==> config.mk <==
export PLATFORM = sky130hd
export DESIGN_NAME = lru_k_frame_replacer_core_flat
export DESIGN_NICKNAME = d
export VERILOG_FILES = /design/src/sv/lkr_pkg.sv /design/src/sv/lkr_item_if.sv /design/src/sv/lkr_result_if.sv /design/src/sv/lkr_cfg_if.sv /design/src/sv/lkr_ram.sv /design/src/sv/lkr_scan.sv /design/src/sv/lru_k_frame_replacer_core.sv /design/src/flat_wrapper.sv
export SDC_FILE = /design/constraint.sdc
export NUM_CORES = 2
export LEC_CHECK = 0
export ABC_AREA = 1
export BUFFER_PORTS_ARGS = -buffer_cell sky130_fd_sc_hd__buf_2
export CORE_UTILIZATION = 64
export CTS_CLUSTER_SIZE = 20
export DETAILED_ROUTE_END_ITERATION = 7
export PLACE_DENSITY_LB_ADDON = 0.12
export RECOVER_POWER = 25
export SETUP_SLACK_MARGIN = 0.2
export SLEW_MARGIN = 10
export SYNTH_ARGS = -nofsm -noshare
export SYNTH_HDL_FRONTEND = slang
export SYNTH_SLANG_ARGS = --single-unit
==> constraint.sdc <==
create_clock -name clk -period 7.6 [get_ports clk]
set_clock_uncertainty 0.05 [all_clocks]
set_input_delay 0.38 -clock clk [delete_from_list [all_inputs] [get_ports clk]]
set_output_delay 0.38 -clock clk [all_outputs]
set_load 0.005 [all_outputs]
==> src/sv/lkr_pkg.sv <==
package lkr_pkg;

  localparam int OP_W     = 2;
  localparam int FRAME_W  = 6;
  localparam int STATUS_W = 3;
  localparam int COUNT_W  = 4;
  localparam int DEPTH_W  = 4;
  localparam int CAP_W    = 7;
  localparam int CFG_IDX_W = 2;

  localparam logic [COUNT_W-1:0] COUNT_MAX = 4'd15;
  localparam logic [DEPTH_W-1:0] DEPTH_RESET = 4'd2;
  localparam logic [CAP_W-1:0] CAPACITY_RESET = 7'd64;

  localparam logic [CFG_IDX_W-1:0] REG_HISTORY_DEPTH = 2'd0;
  localparam logic [CFG_IDX_W-1:0] REG_CAPACITY      = 2'd1;

  typedef enum logic [OP_W-1:0] {
    OP_ACCESS        = 2'd0,
    OP_SET_EVICTABLE = 2'd1,
    OP_REMOVE        = 2'd2,
    OP_EVICT         = 2'd3
  } op_t;

  typedef enum logic [STATUS_W-1:0] {
    ST_OK            = 3'd0,
    ST_NOTHING       = 3'd1,
    ST_UNKNOWN       = 3'd2,
    ST_PINNED        = 3'd3,
    ST_OUT_OF_MEMORY = 3'd4
  } status_t;

  typedef enum logic [2:0] {
    S_IDLE,
    S_EXEC,
    S_UPDATE,
    S_CHECK,
    S_SCAN,
    S_PICK,
    S_DONE
  } state_t;

  typedef struct packed {
    logic start;
    logic en;
    logic eligible;
  } scan_ctrl_t;

endpackage

==> src/sv/lkr_item_if.sv <==
interface lkr_item_if;
  logic                         valid;
  logic                         ready;
  logic [lkr_pkg::OP_W-1:0]     operation;
  logic [lkr_pkg::FRAME_W-1:0]  frame;
  logic                         evictable_flag;

  modport source (output valid, operation, frame, evictable_flag, input ready);
  modport sink (input valid, operation, frame, evictable_flag, output ready);
endinterface

==> src/sv/lkr_result_if.sv <==
interface lkr_result_if;
  logic                          valid;
  logic                          ready;
  logic [lkr_pkg::STATUS_W-1:0]  status;
  logic                          victim_valid;
  logic [lkr_pkg::FRAME_W-1:0]   victim_frame;
  logic [lkr_pkg::CAP_W-1:0]     evictable_count;

  modport source (output valid, status, victim_valid, victim_frame, evictable_count,
                  input ready);
  modport sink (input valid, status, victim_valid, victim_frame, evictable_count,
                output ready);
endinterface

==> src/sv/lkr_cfg_if.sv <==
interface lkr_cfg_if;
  logic                          valid;
  logic                          ready;
  logic [lkr_pkg::CFG_IDX_W-1:0] index;
  logic [lkr_pkg::CAP_W-1:0]     data;

  modport source (output valid, index, data, input ready);
  modport sink (input valid, index, data, output ready);
endinterface

==> src/sv/lkr_ram.sv <==
module lkr_ram #(
  parameter int WIDTH = 36,
  parameter int DEPTH = 64
) (
  input  logic                     clk,
  input  logic                     we,
  input  logic [$clog2(DEPTH)-1:0] waddr,
  input  logic [WIDTH-1:0]         wdata,
  input  logic [$clog2(DEPTH)-1:0] raddr,
  output logic [WIDTH-1:0]         rdata
);

  logic [WIDTH-1:0] mem [DEPTH];

  always_ff @(posedge clk) begin
    if (we) begin
      mem[waddr] <= wdata;
    end
    rdata <= mem[raddr];
  end

endmodule

==> src/sv/lkr_scan.sv <==
module lkr_scan #(
  parameter int FRAME_IDS  = 64,
  parameter int STAMP_BITS = 32
) (
  input  logic                          clk,
  input  logic                          rst,
  input  lkr_pkg::scan_ctrl_t           ctrl,
  input  logic [$clog2(FRAME_IDS)-1:0]  idx,
  input  logic [lkr_pkg::COUNT_W-1:0]   count,
  input  logic [STAMP_BITS-1:0]         stamp,
  input  logic [STAMP_BITS-1:0]         counter,
  input  logic [lkr_pkg::DEPTH_W-1:0]   depth,
  output logic                          found,
  output logic [$clog2(FRAME_IDS)-1:0]  best_idx
);

  localparam int IDX_W = $clog2(FRAME_IDS);

  logic                  cold_found, warm_found;
  logic [IDX_W-1:0]      cold_idx, warm_idx;
  logic [STAMP_BITS-1:0] cold_age, warm_age;
  logic [STAMP_BITS-1:0] age, tier_age;
  logic                  warm, tier_found, take;

  // One subtract and one compare per entry; the tier picks which best is compared.
  always_comb begin
    age        = counter - stamp;
    warm       = (count >= depth);
    tier_found = warm ? warm_found : cold_found;
    tier_age   = warm ? warm_age : cold_age;
    take       = ctrl.en && ctrl.eligible && (!tier_found || (age > tier_age));
  end

  always_ff @(posedge clk) begin
    if (rst || ctrl.start) begin
      cold_found <= 1'b0;
      warm_found <= 1'b0;
    end else if (take) begin
      if (warm) begin
        warm_found <= 1'b1;
      end else begin
        cold_found <= 1'b1;
      end
    end
  end

  always_ff @(posedge clk) begin
    if (take && warm) begin
      warm_idx <= idx;
      warm_age <= age;
    end
    if (take && !warm) begin
      cold_idx <= idx;
      cold_age <= age;
    end
  end

  assign found    = cold_found || warm_found;
  assign best_idx = cold_found ? cold_idx : warm_idx;

endmodule

==> src/sv/lru_k_frame_replacer_core.sv <==
// Two-tier LRU-K frame replacer. Each word on the item channel is one operation (record
// access, set evictable, remove or evict) on a frame, and each produces exactly one result
// word carrying a status, the evicted frame if any, and the number of evictable frames left.
// Frames with fewer than history_depth accesses form the cold tier; eviction takes the oldest
// evictable cold frame, else the oldest evictable warm frame, with ties going to the lowest
// frame number. Valid and evictable bits live in flip-flops and are cleared by reset; the
// access count and last stamp of every frame sit in one single-port-write RAM. The block
// works on one item at a time and is ready only when idle. A set evictable, a remove or
// an access to an unknown frame goes straight from execution to the done state; a record
// access to a new frame first passes the capacity check, and a repeat access rewrites its
// RAM word before that check. An evict, or a record access that leaves more frames tracked
// than capacity allows, also walks every entry through the RAM read port and the shared
// age comparator, one entry per cycle, then drains the read pipeline and picks the victim.
// The block is ready again in the cycle its result appears. A finished result waits in an
// output register; the next item is taken meanwhile, but its result is held back until the
// earlier word has been taken. Configuration writes are accepted at any time and must only
// be issued while the block is idle.
module lru_k_frame_replacer_core #(
  parameter int FRAME_IDS  = 64,
  parameter int STAMP_BITS = 32
) (
  input logic         clk,
  input logic         rst,
  lkr_cfg_if.sink     cfg,
  lkr_item_if.sink    items,
  lkr_result_if.source results
);

  localparam int IDX_W  = $clog2(FRAME_IDS);
  localparam int CNT_W  = $clog2(FRAME_IDS + 1);
  localparam int WORD_W = lkr_pkg::COUNT_W + STAMP_BITS;

  // Configuration registers.
  logic [lkr_pkg::DEPTH_W-1:0] history_depth;
  logic [lkr_pkg::CAP_W-1:0]   capacity;

  // Control state.
  lkr_pkg::state_t state, state_next;
  logic [FRAME_IDS-1:0] valid_bits, valid_bits_next;
  logic [FRAME_IDS-1:0] evict_bits, evict_bits_next;
  logic [STAMP_BITS-1:0] stamp_counter, stamp_counter_next;
  logic [CNT_W-1:0] tracked, tracked_next;
  logic [CNT_W-1:0] evict_total, evict_total_next;
  logic [IDX_W:0] scan_issue, scan_issue_next;
  logic pipe_live, pipe_live_next;
  logic out_valid, out_valid_next;

  // Payload registers.
  lkr_pkg::op_t cur_op, cur_op_next;
  logic [IDX_W-1:0] cur_idx, cur_idx_next;
  logic cur_in_range, cur_in_range_next;
  logic cur_flag, cur_flag_next;
  logic [IDX_W-1:0] pipe_idx, pipe_idx_next;
  lkr_pkg::status_t res_status, res_status_next;
  logic res_vv, res_vv_next;
  logic [IDX_W-1:0] res_vidx, res_vidx_next;
  logic [lkr_pkg::STATUS_W-1:0] out_status, out_status_next;
  logic out_vv, out_vv_next;
  logic [lkr_pkg::FRAME_W-1:0] out_vframe, out_vframe_next;
  logic [lkr_pkg::CAP_W-1:0] out_count, out_count_next;

  // RAM ports.
  logic ram_we;
  logic [IDX_W-1:0] ram_waddr, ram_raddr;
  logic [WORD_W-1:0] ram_wdata, ram_rdata;
  logic [lkr_pkg::COUNT_W-1:0] rd_count;

  // Scan unit.
  lkr_pkg::scan_ctrl_t scan_ctrl;
  logic scan_start;
  logic scan_found;
  logic [IDX_W-1:0] scan_best;

  assign cfg.ready = 1'b1;

  always_ff @(posedge clk) begin
    if (rst) begin
      history_depth <= lkr_pkg::DEPTH_RESET;
      capacity      <= lkr_pkg::CAPACITY_RESET;
    end else if (cfg.valid) begin
      if (cfg.index == lkr_pkg::REG_HISTORY_DEPTH) begin
        history_depth <= cfg.data[lkr_pkg::DEPTH_W-1:0];
      end else if (cfg.index == lkr_pkg::REG_CAPACITY) begin
        capacity <= cfg.data;
      end
    end
  end

  assign items.ready = (state == lkr_pkg::S_IDLE);
  assign rd_count = ram_rdata[WORD_W-1 -: lkr_pkg::COUNT_W];

  lkr_ram #(
    .WIDTH(WORD_W),
    .DEPTH(FRAME_IDS)
  ) u_ram (
    .clk  (clk),
    .we   (ram_we),
    .waddr(ram_waddr),
    .wdata(ram_wdata),
    .raddr(ram_raddr),
    .rdata(ram_rdata)
  );

  // The entry under evaluation is the one whose read was issued in the previous cycle.
  assign scan_ctrl.start    = scan_start;
  assign scan_ctrl.en       = pipe_live;
  assign scan_ctrl.eligible = valid_bits[pipe_idx] && evict_bits[pipe_idx];

  lkr_scan #(
    .FRAME_IDS (FRAME_IDS),
    .STAMP_BITS(STAMP_BITS)
  ) u_scan (
    .clk     (clk),
    .rst     (rst),
    .ctrl    (scan_ctrl),
    .idx     (pipe_idx),
    .count   (rd_count),
    .stamp   (ram_rdata[STAMP_BITS-1:0]),
    .counter (stamp_counter),
    .depth   (history_depth),
    .found   (scan_found),
    .best_idx(scan_best)
  );

  always_comb begin
    state_next         = state;
    valid_bits_next    = valid_bits;
    evict_bits_next    = evict_bits;
    stamp_counter_next = stamp_counter;
    tracked_next       = tracked;
    evict_total_next   = evict_total;
    scan_issue_next    = scan_issue;
    pipe_live_next     = 1'b0;
    pipe_idx_next      = pipe_idx;
    cur_op_next        = cur_op;
    cur_idx_next       = cur_idx;
    cur_in_range_next  = cur_in_range;
    cur_flag_next      = cur_flag;
    res_status_next    = res_status;
    res_vv_next        = res_vv;
    res_vidx_next      = res_vidx;
    out_valid_next     = out_valid && !results.ready;
    out_status_next    = out_status;
    out_vv_next        = out_vv;
    out_vframe_next    = out_vframe;
    out_count_next     = out_count;
    ram_we             = 1'b0;
    ram_waddr          = cur_idx;
    ram_wdata          = {lkr_pkg::COUNT_W'(1), stamp_counter};
    ram_raddr          = cur_idx;
    scan_start         = 1'b0;

    unique case (state)
      lkr_pkg::S_IDLE: begin
        if (items.valid) begin
          cur_op_next       = lkr_pkg::op_t'(items.operation);
          cur_idx_next      = IDX_W'(items.frame);
          cur_in_range_next = (32'(items.frame) < 32'(FRAME_IDS));
          cur_flag_next     = items.evictable_flag;
          state_next        = lkr_pkg::S_EXEC;
        end
      end

      lkr_pkg::S_EXEC: begin
        res_status_next = lkr_pkg::ST_OK;
        res_vv_next     = 1'b0;
        res_vidx_next   = '0;
        state_next      = lkr_pkg::S_DONE;
        if (cur_op == lkr_pkg::OP_EVICT) begin
          scan_start      = 1'b1;
          scan_issue_next = '0;
          state_next      = lkr_pkg::S_SCAN;
        end else if (!cur_in_range) begin
          res_status_next = lkr_pkg::ST_UNKNOWN;
        end else begin
          unique case (cur_op)
            lkr_pkg::OP_ACCESS: begin
              if (!valid_bits[cur_idx]) begin
                // New frame: pinned, one access, stamped now.
                ram_we                   = 1'b1;
                valid_bits_next[cur_idx] = 1'b1;
                evict_bits_next[cur_idx] = 1'b0;
                tracked_next             = tracked + 1'b1;
                stamp_counter_next       = stamp_counter + 1'b1;
                state_next               = lkr_pkg::S_CHECK;
              end else begin
                state_next = lkr_pkg::S_UPDATE;
              end
            end
            lkr_pkg::OP_SET_EVICTABLE: begin
              if (!valid_bits[cur_idx]) begin
                res_status_next = lkr_pkg::ST_UNKNOWN;
              end else if (evict_bits[cur_idx] != cur_flag) begin
                evict_bits_next[cur_idx] = cur_flag;
                evict_total_next = cur_flag ? evict_total + 1'b1 : evict_total - 1'b1;
              end
            end
            lkr_pkg::OP_REMOVE: begin
              if (!valid_bits[cur_idx]) begin
                res_status_next = lkr_pkg::ST_UNKNOWN;
              end else if (!evict_bits[cur_idx]) begin
                res_status_next = lkr_pkg::ST_PINNED;
              end else begin
                valid_bits_next[cur_idx] = 1'b0;
                evict_bits_next[cur_idx] = 1'b0;
                tracked_next             = tracked - 1'b1;
                evict_total_next         = evict_total - 1'b1;
              end
            end
            lkr_pkg::OP_EVICT: begin
            end
          endcase
        end
      end

      lkr_pkg::S_UPDATE: begin
        // Repeat access: the count saturates, the stamp is renewed.
        ram_we             = 1'b1;
        ram_wdata          = {(rd_count == lkr_pkg::COUNT_MAX) ? rd_count : rd_count + 1'b1,
                              stamp_counter};
        stamp_counter_next = stamp_counter + 1'b1;
        state_next         = lkr_pkg::S_CHECK;
      end

      lkr_pkg::S_CHECK: begin
        if (32'(tracked) > 32'(capacity)) begin
          scan_start      = 1'b1;
          scan_issue_next = '0;
          state_next      = lkr_pkg::S_SCAN;
        end else begin
          state_next = lkr_pkg::S_DONE;
        end
      end

      lkr_pkg::S_SCAN: begin
        if (32'(scan_issue) < 32'(FRAME_IDS)) begin
          ram_raddr       = scan_issue[IDX_W-1:0];
          pipe_idx_next   = scan_issue[IDX_W-1:0];
          pipe_live_next  = 1'b1;
          scan_issue_next = scan_issue + 1'b1;
        end else if (!pipe_live) begin
          state_next = lkr_pkg::S_PICK;
        end
      end

      lkr_pkg::S_PICK: begin
        if (scan_found) begin
          valid_bits_next[scan_best] = 1'b0;
          evict_bits_next[scan_best] = 1'b0;
          tracked_next               = tracked - 1'b1;
          evict_total_next           = evict_total - 1'b1;
          res_vv_next                = 1'b1;
          res_vidx_next              = scan_best;
        end else if (cur_op == lkr_pkg::OP_EVICT) begin
          res_status_next = lkr_pkg::ST_NOTHING;
        end else begin
          res_status_next = lkr_pkg::ST_OUT_OF_MEMORY;
        end
        state_next = lkr_pkg::S_DONE;
      end

      lkr_pkg::S_DONE: begin
        if (!out_valid || results.ready) begin
          out_valid_next  = 1'b1;
          out_status_next = res_status;
          out_vv_next     = res_vv;
          out_vframe_next = lkr_pkg::FRAME_W'(res_vidx);
          out_count_next  = lkr_pkg::CAP_W'(evict_total);
          state_next      = lkr_pkg::S_IDLE;
        end
      end

      default: begin
        state_next = lkr_pkg::S_IDLE;
      end
    endcase
  end

  always_ff @(posedge clk) begin
    if (rst) begin
      state         <= lkr_pkg::S_IDLE;
      valid_bits    <= '0;
      evict_bits    <= '0;
      stamp_counter <= '0;
      tracked       <= '0;
      evict_total   <= '0;
      scan_issue    <= '0;
      pipe_live     <= 1'b0;
      out_valid     <= 1'b0;
    end else begin
      state         <= state_next;
      valid_bits    <= valid_bits_next;
      evict_bits    <= evict_bits_next;
      stamp_counter <= stamp_counter_next;
      tracked       <= tracked_next;
      evict_total   <= evict_total_next;
      scan_issue    <= scan_issue_next;
      pipe_live     <= pipe_live_next;
      out_valid     <= out_valid_next;
    end
  end

  always_ff @(posedge clk) begin
    cur_op       <= cur_op_next;
    cur_idx      <= cur_idx_next;
    cur_in_range <= cur_in_range_next;
    cur_flag     <= cur_flag_next;
    pipe_idx     <= pipe_idx_next;
    res_status   <= res_status_next;
    res_vv       <= res_vv_next;
    res_vidx     <= res_vidx_next;
    out_status   <= out_status_next;
    out_vv       <= out_vv_next;
    out_vframe   <= out_vframe_next;
    out_count    <= out_count_next;
  end

  assign results.valid           = out_valid;
  assign results.status          = out_status;
  assign results.victim_valid    = out_vv;
  assign results.victim_frame    = out_vframe;
  assign results.evictable_count = out_count;

endmodule

==> src/flat_wrapper.sv <==
// flat-port wrapper written by rule: the top's interface ports become plain ports
module lru_k_frame_replacer_core_flat 
#(
  parameter int FRAME_IDS  = 64,
  parameter int STAMP_BITS = 32
)
  (clk, rst, cfg_valid, cfg_index, cfg_data, cfg_ready, items_valid, items_operation, items_frame, items_evictable_flag, items_ready, results_valid, results_status, results_victim_valid, results_victim_frame, results_evictable_count, results_ready);
  lkr_cfg_if cfg_i ();
  lkr_item_if items_i ();
  lkr_result_if results_i ();
  input logic clk;
  input logic rst;
  input wire logic [$bits(cfg_i.valid)-1:0] cfg_valid;
  input wire logic [$bits(cfg_i.index)-1:0] cfg_index;
  input wire logic [$bits(cfg_i.data)-1:0] cfg_data;
  output wire logic [$bits(cfg_i.ready)-1:0] cfg_ready;
  input wire logic [$bits(items_i.valid)-1:0] items_valid;
  input wire logic [$bits(items_i.operation)-1:0] items_operation;
  input wire logic [$bits(items_i.frame)-1:0] items_frame;
  input wire logic [$bits(items_i.evictable_flag)-1:0] items_evictable_flag;
  output wire logic [$bits(items_i.ready)-1:0] items_ready;
  output wire logic [$bits(results_i.valid)-1:0] results_valid;
  output wire logic [$bits(results_i.status)-1:0] results_status;
  output wire logic [$bits(results_i.victim_valid)-1:0] results_victim_valid;
  output wire logic [$bits(results_i.victim_frame)-1:0] results_victim_frame;
  output wire logic [$bits(results_i.evictable_count)-1:0] results_evictable_count;
  input wire logic [$bits(results_i.ready)-1:0] results_ready;
  assign cfg_i.valid = cfg_valid;
  assign cfg_i.index = cfg_index;
  assign cfg_i.data = cfg_data;
  assign cfg_ready = cfg_i.ready;
  assign items_i.valid = items_valid;
  assign items_i.operation = items_operation;
  assign items_i.frame = items_frame;
  assign items_i.evictable_flag = items_evictable_flag;
  assign items_ready = items_i.ready;
  assign results_valid = results_i.valid;
  assign results_status = results_i.status;
  assign results_victim_valid = results_i.victim_valid;
  assign results_victim_frame = results_i.victim_frame;
  assign results_evictable_count = results_i.evictable_count;
  assign results_i.ready = results_ready;
  lru_k_frame_replacer_core #(.FRAME_IDS(FRAME_IDS), .STAMP_BITS(STAMP_BITS)) u_core (.clk(clk), .rst(rst), .cfg(cfg_i), .items(items_i), .results(results_i));
endmodule
== Yosys cells after proc, flatten, opt, wreduce, memory -nomap -nowiden ==
Memory sizes are Yosys's and may differ from the RTL's. A register that Yosys moved wholly into a read port is not among the register bits.
Cells that the tools add are included.

* Flip-flop bits (word level): 317
* Bits in latches: 0
* Bits in writable memories: 2304
* Memory bits (read-only): 0
* Bits of input ports: 23
* Output and inout port bits: 20
* Word-level logic and storage cells: 219
* Memories: 1

* Add/sub/neg operators: 8
* $mul: 0
* Div/mod/pow operators: 0
* $lt $le $gt $ge: 9
* Eq/ne operators: 32
* Shifts and indexed selects: 0
* Mux-type cells: 93
* Bitwise gates (word level): 10
* Reductions and logical operators: 38

{| class="wikitable"
|+ Memory list
! memory !! depth !! bits a word !! read ports !! clocked after Yosys merged registers in !! write ports !! RTL line !! RTL
|-
| u_core.u_ram.mem || 64 || 36 || 1 || 1 || 1 || lkr_ram.sv:13 || <nowiki>logic [WIDTH-1:0] mem [DEPTH];</nowiki>
|}

{| class="wikitable"
|+ Operators with widths
! operator !! number
|-
| two-way mux 64 bit || 12
|-
| one-hot mux 64 bit (2 select lines) || 3
|-
| AND 64 bit || 4
|-
| one-hot mux 64 bit (3 select lines) || 1
|-
| two-way mux 32 bit || 4
|-
| NOT 64 bit || 2
|-
| two-way mux 7 bit || 15
|-
| bitwise mux 64 bit || 1
|-
| OR 64 bit || 1
|-
| one-hot mux 32 bit (2 select lines) || 1
|-
| one-hot mux 7 bit (2 select lines) || 4
|-
| two-way mux 36 bit || 1
|-
| adder 32 x 1 -> 32 bit (second input constant) || 1
|-
| greater-than comparator 32 bit || 1
|-
| subtractor 32 bit || 1
|-
| two-way mux 3 bit || 10
|-
| binary-select mux 1 bit (select 6 bit) || 4
|-
| two-way mux 6 bit || 4
|-
| adder 7 x 1 -> 7 bit (second input constant) || 3
|-
| < comparator 6 x 7 -> 1 bit (second input constant) || 3
|-
| one-hot mux 3 bit (7 select lines) || 1
|-
| one-hot mux 7 bit (3 select lines) || 1
|-
| two-way mux 1 bit || 19
|-
| != test 3 x 2 -> 1 bit (second input constant) || 6
|-
| 38 further kinds || 87
|}

== Longest topological paths before layout ==
* Depth in word-level cells: 11
* Depth in mapped cells: 27
* Depth with buffers taken out: 27

== Cells and area by module ==
From an unflattened synthesis, not the netlist that was laid out.

* Cells, all modules: 11010
* Area total of the unflattened synthesis: 115427.0 um^2

{| class="wikitable"
|+ By module, submodules not included
! module !! instances !! cells each !! area an instance (um^2) !! sequential area each (um^2)
|-
| lkr_ram || 1 || 7621 || 92997.9 || 69907.0
|-
| lru_k_frame_replacer_core || 1 || 2788 || 16839.9 || 5205.0
|-
| lkr_scan || 1 || 601 || 5589.1 || 2322.2
|}

== Worst setup path before layout ==
Ideal clock, no wire load.

* Kind: reg2reg
* Start point: register u_core.stamp_counter[0]
* End point: register u_core.u_scan.warm_age[0] (enable)
* Library setup time: 0.392 ns
* Data arrival time: 4.983 ns
* Required time: 7.158 ns
* Path slack: 2.174 ns
* Cell stages (with the launch flop): 24
* Path buffers: 0
* Clock period less this slack: 5.426 ns
* Cell sequence: dfxtp_1 inv_1 ha_1 fa_1 o21a_1 o21ai_0 a21oi_1 o21ai_0 nand2_1 nand2_1 nand3_1 nand2_1 xor2_1 ha_1 nand2_1 nor2_1 nand2_1 nor4_1 nand2_1 nand2_1 nand2_1 nand2_1 nand4_1 inv_1

* Longest elaborated chain between the ends: 5

{| class="wikitable"
|+ RTL lines
! what !! RTL line !! RTL
|-
| from (decl) || lru_k_frame_replacer_core.sv:41 || <nowiki>logic [STAMP_BITS-1:0] stamp_counter, stamp_counter_next;</nowiki>
|-
| from (signal assigned) || lru_k_frame_replacer_core.sv:294 || <nowiki>stamp_counter <= stamp_counter_next;</nowiki>
|-
| subtractor 32 bit || lkr_scan.sv:27 || <nowiki>age = counter - stamp;</nowiki>
|-
| net u_core.u_scan.age[24] || lkr_scan.sv:22 || <nowiki>logic [STAMP_BITS-1:0] age, tier_age;</nowiki>
|-
| greater-than comparator 32 bit || lkr_scan.sv:31 || <nowiki>take = ctrl.en && ctrl.eligible && (!tier_found || (age > tier_age));</nowiki>
|-
| logical OR 1 bit || lkr_scan.sv:31 ||
|-
| logical AND 1 bit || lkr_scan.sv:31 ||
|-
| logical AND 1 bit || lkr_scan.sv:48 || <nowiki>if (take && warm) begin</nowiki>
|-
| to (signal assigned) || lkr_scan.sv:50 || <nowiki>warm_age <= age;</nowiki>
|-
| to (decl) || lkr_scan.sv:21 || <nowiki>logic [STAMP_BITS-1:0] cold_age, warm_age;</nowiki>
|}

The timed path passes the listed nets, and every way through them passes these cells.
A chain may end at the register's enable or synchronous reset.

== Worst setup path after layout ==
* Start point: register u_core.stamp_counter[0]
* End point: register u_core.stamp_counter[18]

* Longest elaborated chain between the ends: 5

{| class="wikitable"
|+ RTL lines
! what !! RTL line !! RTL
|-
| adder 32 x 1 -> 32 bit (*) || lru_k_frame_replacer_core.sv:184, lru_k_frame_replacer_core.sv:221 ||
|-
| two-way mux 32 bit || lru_k_frame_replacer_core.sv:178 || <nowiki>if (!valid_bits[cur_idx]) begin</nowiki>
|-
| two-way mux 32 bit || lru_k_frame_replacer_core.sv:176 || <nowiki>unique case (cur_op)</nowiki>
|-
| two-way mux 32 bit || lru_k_frame_replacer_core.sv:169 || <nowiki>if (cur_op == lkr_pkg::OP_EVICT) begin</nowiki>
|-
| one-hot mux 32 bit (2 select lines) (*) || lru_k_frame_replacer_core.sv:153 || <nowiki>unique case (state)</nowiki>
|}

Every way passes the cells marked *; elsewhere a longest branch is shown, timed or not. The select of a mux whose other input is x is not followed.

==> results.yml <==
status:
  run_status: "finished with violations"
  failed_checks: "max-capacitance violations, max-slew violations"
flow_run:
  drv_cap: 19
logic_synthesis:
  syn_avg_cell_area_sq_um: 11.13
  number_of_enable_flip_flop_cells_after_synthesis: 2422
  synthArstFlopShare_pct: 0
  netlist_instances: 10360
  post-synth-top-area-cell: "edfxtp_1"
  synth_top_area_share_pct: 63.06
  synth.ff_latch_count: 2657
  syn_nets: 10470
  synth.yosys.warnings: 0
  ys_top_cells_by_count: "2422 x edfxtp_1, 1562 x nor2_1, 1172 x nand2_1"
  synth-seq-area-share_pct: 67.14
  yosys.cell_count.top_type: "edfxtp_1"
  ys_types: 54
  synth_top_cells_by_area: "edfxtp_1 63%, o211ai_1 5.1%, nor2_1 5.1%, o21ai_0 5.0%, dfxtp_1 4.1%"
  ys_dominant_reg_cell: "edfxtp_1"
  synthesized_cell_area_sq_mm: 0.1153
critical_path:
  crit_top_cell: "nor3_1"
  arrival_worst_endpoint_ns: 7.30
  end_kind: "flip-flop"
  crit_path_top_delay_cell: "clkbuf_1"
  kind_of_start_point_of_the_critical_path: "flip-flop"
  cp_slowest_stage_delay_ns: 3.07
  category_of_cells_accounting_for_the_largest_share_of_critical_path_delay: "buffers and inverters"
  critPathKind: "reg2reg"
  path_cells: "clkbuf_1 > ha_1 > inv_1 > nor3_1 > inv_1 > nor3_1 > and3_1 > nor3b_1 > a21oi_1 > nor3_1"
  critical_path.max_fanout: 67
  worst-path-buf-inv: 3
  required_ns: 8.38
sta:
  rsz0062_at_grt: "false"
  timing_max_transition_violations_final: 1228
  hold_viol: 0
  report.final.setup_viol: 0
  finalWorstPathRequiredPeriod_ns: 6.521
  worst_slew_pin_slew_ns: 4.416
  timing.final.crit_share_pct: 85.81
  relative_slew_slack_pct: -194.4
  achievable-frequency_ghz: 0.1533
  timing.setup.tns_ns: 0
cells_and_area:
  final_layout_size_suffix_gt1_share_pct: 8.676
  layoutNonFillerInstCount: 12820
  number_of_fill_cells: 12280
  nNetsFinal: 10380
  final_design_area_no_fill_sq_mm: 0.1275
  post-route-util_pct: 71.32
  syn_to_final_growth_pct: 10.57
routing:
  detail_route.wl_per_cell_microns: 27.02
  count_of_vias_placed_by_the_detailed_router: 84060
  postRouteAntennaNets: 0
  vias_per_cell: 6.555
  routed_wirelength_mm: 346.5
  drt_first_iter_violations: 12610
  detail_route.drc_violations: 0
  first_pass_iters: 7
global_routing:
  track_usage_pct: 37.75
  grt-busiest-layer: "met2"
  grt_util_met1_pct: 51.58
  number_of_global_route_vias_before_repair: 79360
  globalRouteOverflowTotal: 0
  maximum_number_of_pins_on_one_net_before_global_route_repair: 190
  antenna_found_initial: 13
  grt_pass1_wl_mm: 505.7
  met3_usage_pct: 9.199
  grtUsageMet2_pct: 56.49
cts:
  tritoncts: "built"
  cts.sinks: 2657
  cts-root-buf: "clkbuf_16"
  setup_fix_bufs_post_cts: 0
  tritoncts.num_buffers: 282
  ctsHoldBuffers: 33
  max-clock-path-buffers: 4
  clock_latency_ns: 0.93
  cts_resized: 0
  cts.reportedPaths.clkPinSlew_ns: 0.06
  cts.htree.levels: 5
placed_design:
  gp_routability_congestion: 0.9517
  placed_cells_incl_taps: 12300
  place_area_sq_mm: 0.1183
  dp_hpwl_mm: 196.6
  place.port_buffers: 41
floorplanning:
  io-pin-count: 43
  initial_core_util_pct: 64.50
  die_width_microns: 426.5
  floorplan.core_area_sq_mm: 0.1788
  die_area_sq_mm: 0.1819
  die_y_microns: 426.5
  placementRows: 155
power:
  share_clk_of_total_power_pct: 28.2
  vdd.ir_drop.worst_uv: 357.8
  cellInternalPower_mw: 29.21
  pwr-share-comb_pct: 36.7
  switchingPower_mw: 18.90
  power-per-cell-area_mw_per_mm2: 377.2
  switching_share_pct: 39.28
  finalPower_mw: 48.11
  p_leak_nw: 45.66
  p_seq_share_pct: 35.1
hold_path:
  worstHoldPathType: "in2reg"
[state kept, by name, indices dropped and copies added (netlist names), 7 cells and up, named ones only]
register and cells:
u_core.u_ram.rdata 36, u_core.u_ram.mem 2304, u_core.capacity 7, u_core.results.evictable_count 7
u_core.tracked 7, u_core.u_scan.warm_age 32, u_core.scan_issue 7, u_core.u_scan.cold_age 32
u_core.stamp_counter 32, u_core.evict_total 7, u_core.evict_bits 64
[per-layer routing]
metal	routed length (microns)	part of all wire (%)
met5	211	0.061
met4	19670	5.7
met3	43440	13
met2	153300	44
met1	129800	37
[final timing paths]
check,startpoint,endpoint,slack [ns],cells after the start
worst max-delay path,u_core.stamp_counter[0]$_SDFFE_PP0P_,u_core.stamp_counter[18]$_SDFFE_PP0P_,1.08,10
worst min-delay path,cfg_index[0],u_core.history_depth[2]$_SDFFE_PP0P_,0.08,5
worst max register to register,u_core.stamp_counter[0]$_SDFFE_PP0P_,u_core.stamp_counter[18]$_SDFFE_PP0P_,1.08,10
worst min register to register,u_core.res_status[2]$_SDFFCE_PN0P_,u_core.results.status[2]$_DFFE_PP_,0.37,0
[cell usage in the layout, fill, tap and decap left out, drive strengths merged, types with 2 or more instances in the layout]
cell type    synthesis  layout
o211ai             790     790
nand3              475     475
or2                151     151
nor3                78      78
o31ai               28      28
a21oi              237     237
dlygate4sd3          0      33
a32o                31      31
buf                246     244
nand4              154     154
clkinv               2     101
a32oi               49      49
xor2                43      43
nand3b               2       2
a31oi               13      13
ha                  85      85
inv                643     646
nor3b                9       9
a21boi               2       2
dfxtp              235     235
edfxtp            2422    2422
nor4                 6       6
o21a                 2       2
a21o                 4       4
bufinv               0      30
o21ai             1403    1403
clkbuf             434     367
a211oi               4       4
mux2i               31      31
o22ai                7       7
diode                0       2
clkinvlp             0       9
xnor2               20      20
and3                 5       5
o21bai               2       2
nor2              1567    1567
nand2             1174    1174
[worst register-to-register path, stage by stage, from the launching register on]
cell and delay [ns]:
dfxtp_1 0.33, clkbuf_1 3.07, ha_1 0.69, inv_1 0.07, nor3_1 0.20, inv_1 0.12, nor3_1 0.68, and3_1 0.32
nor3b_1 0.45, a21oi_1 0.16, nor3_1 0.29
[cell type report]
type	instances	area (sq um)	area share (%)
repair buffers	301	2512	1.970
clock buffers	343	7495	5.877
multi-input cells	6379	33200	26.03
diodes	2	5.005	0.003925
well taps	2355	2947	2.311
clock inverters	141	1464	1.148
flip-flops and latches	2657	77440	60.73
inverters	645	2462	1.931
[cells by family after synthesis]
| kind of cell | Yosys count | share of synthesized area (%) |
|---|---|---|
| adders and majority gates | 86 | 0.9395 |
| muxes | 31 | 0.2691 |
| DFF | 2657 | 67.14 |
| AOI/OAI and AO/OA | 2575 | 13.34 |
| buffers and inverters | 1325 | 4.612 |
| and+or+nand+nor | 3623 | 13.21 |
| xor gates and xnor gates | 63 | 0.4784 |
| other | 1 | 0.003252 |
[per-stage QoR]
stage	hold WS [ns]	worst slack, ns
final	0.08251	1.079
after global routing	0.09823	0.9858
after CTS	0.02113	2.025
after detailed placement	0.3559	2.089
after global placement	0.3620	2.048
after floorplan	0.3503	2.174
[power groups by stage]
stage               Sequential, mW  Clock, mW  Combinational (mW)
floorplan                     17.1          0                11.2
global placement              17.2          0                16.7
detailed placement            17.2          0                17.1
CTS                           16.9       13.6                17.2
global route                  16.9       14.2                18.9
finish                        16.9       13.6                17.6
No activity file was read; power rests on OpenSTA's default activity.
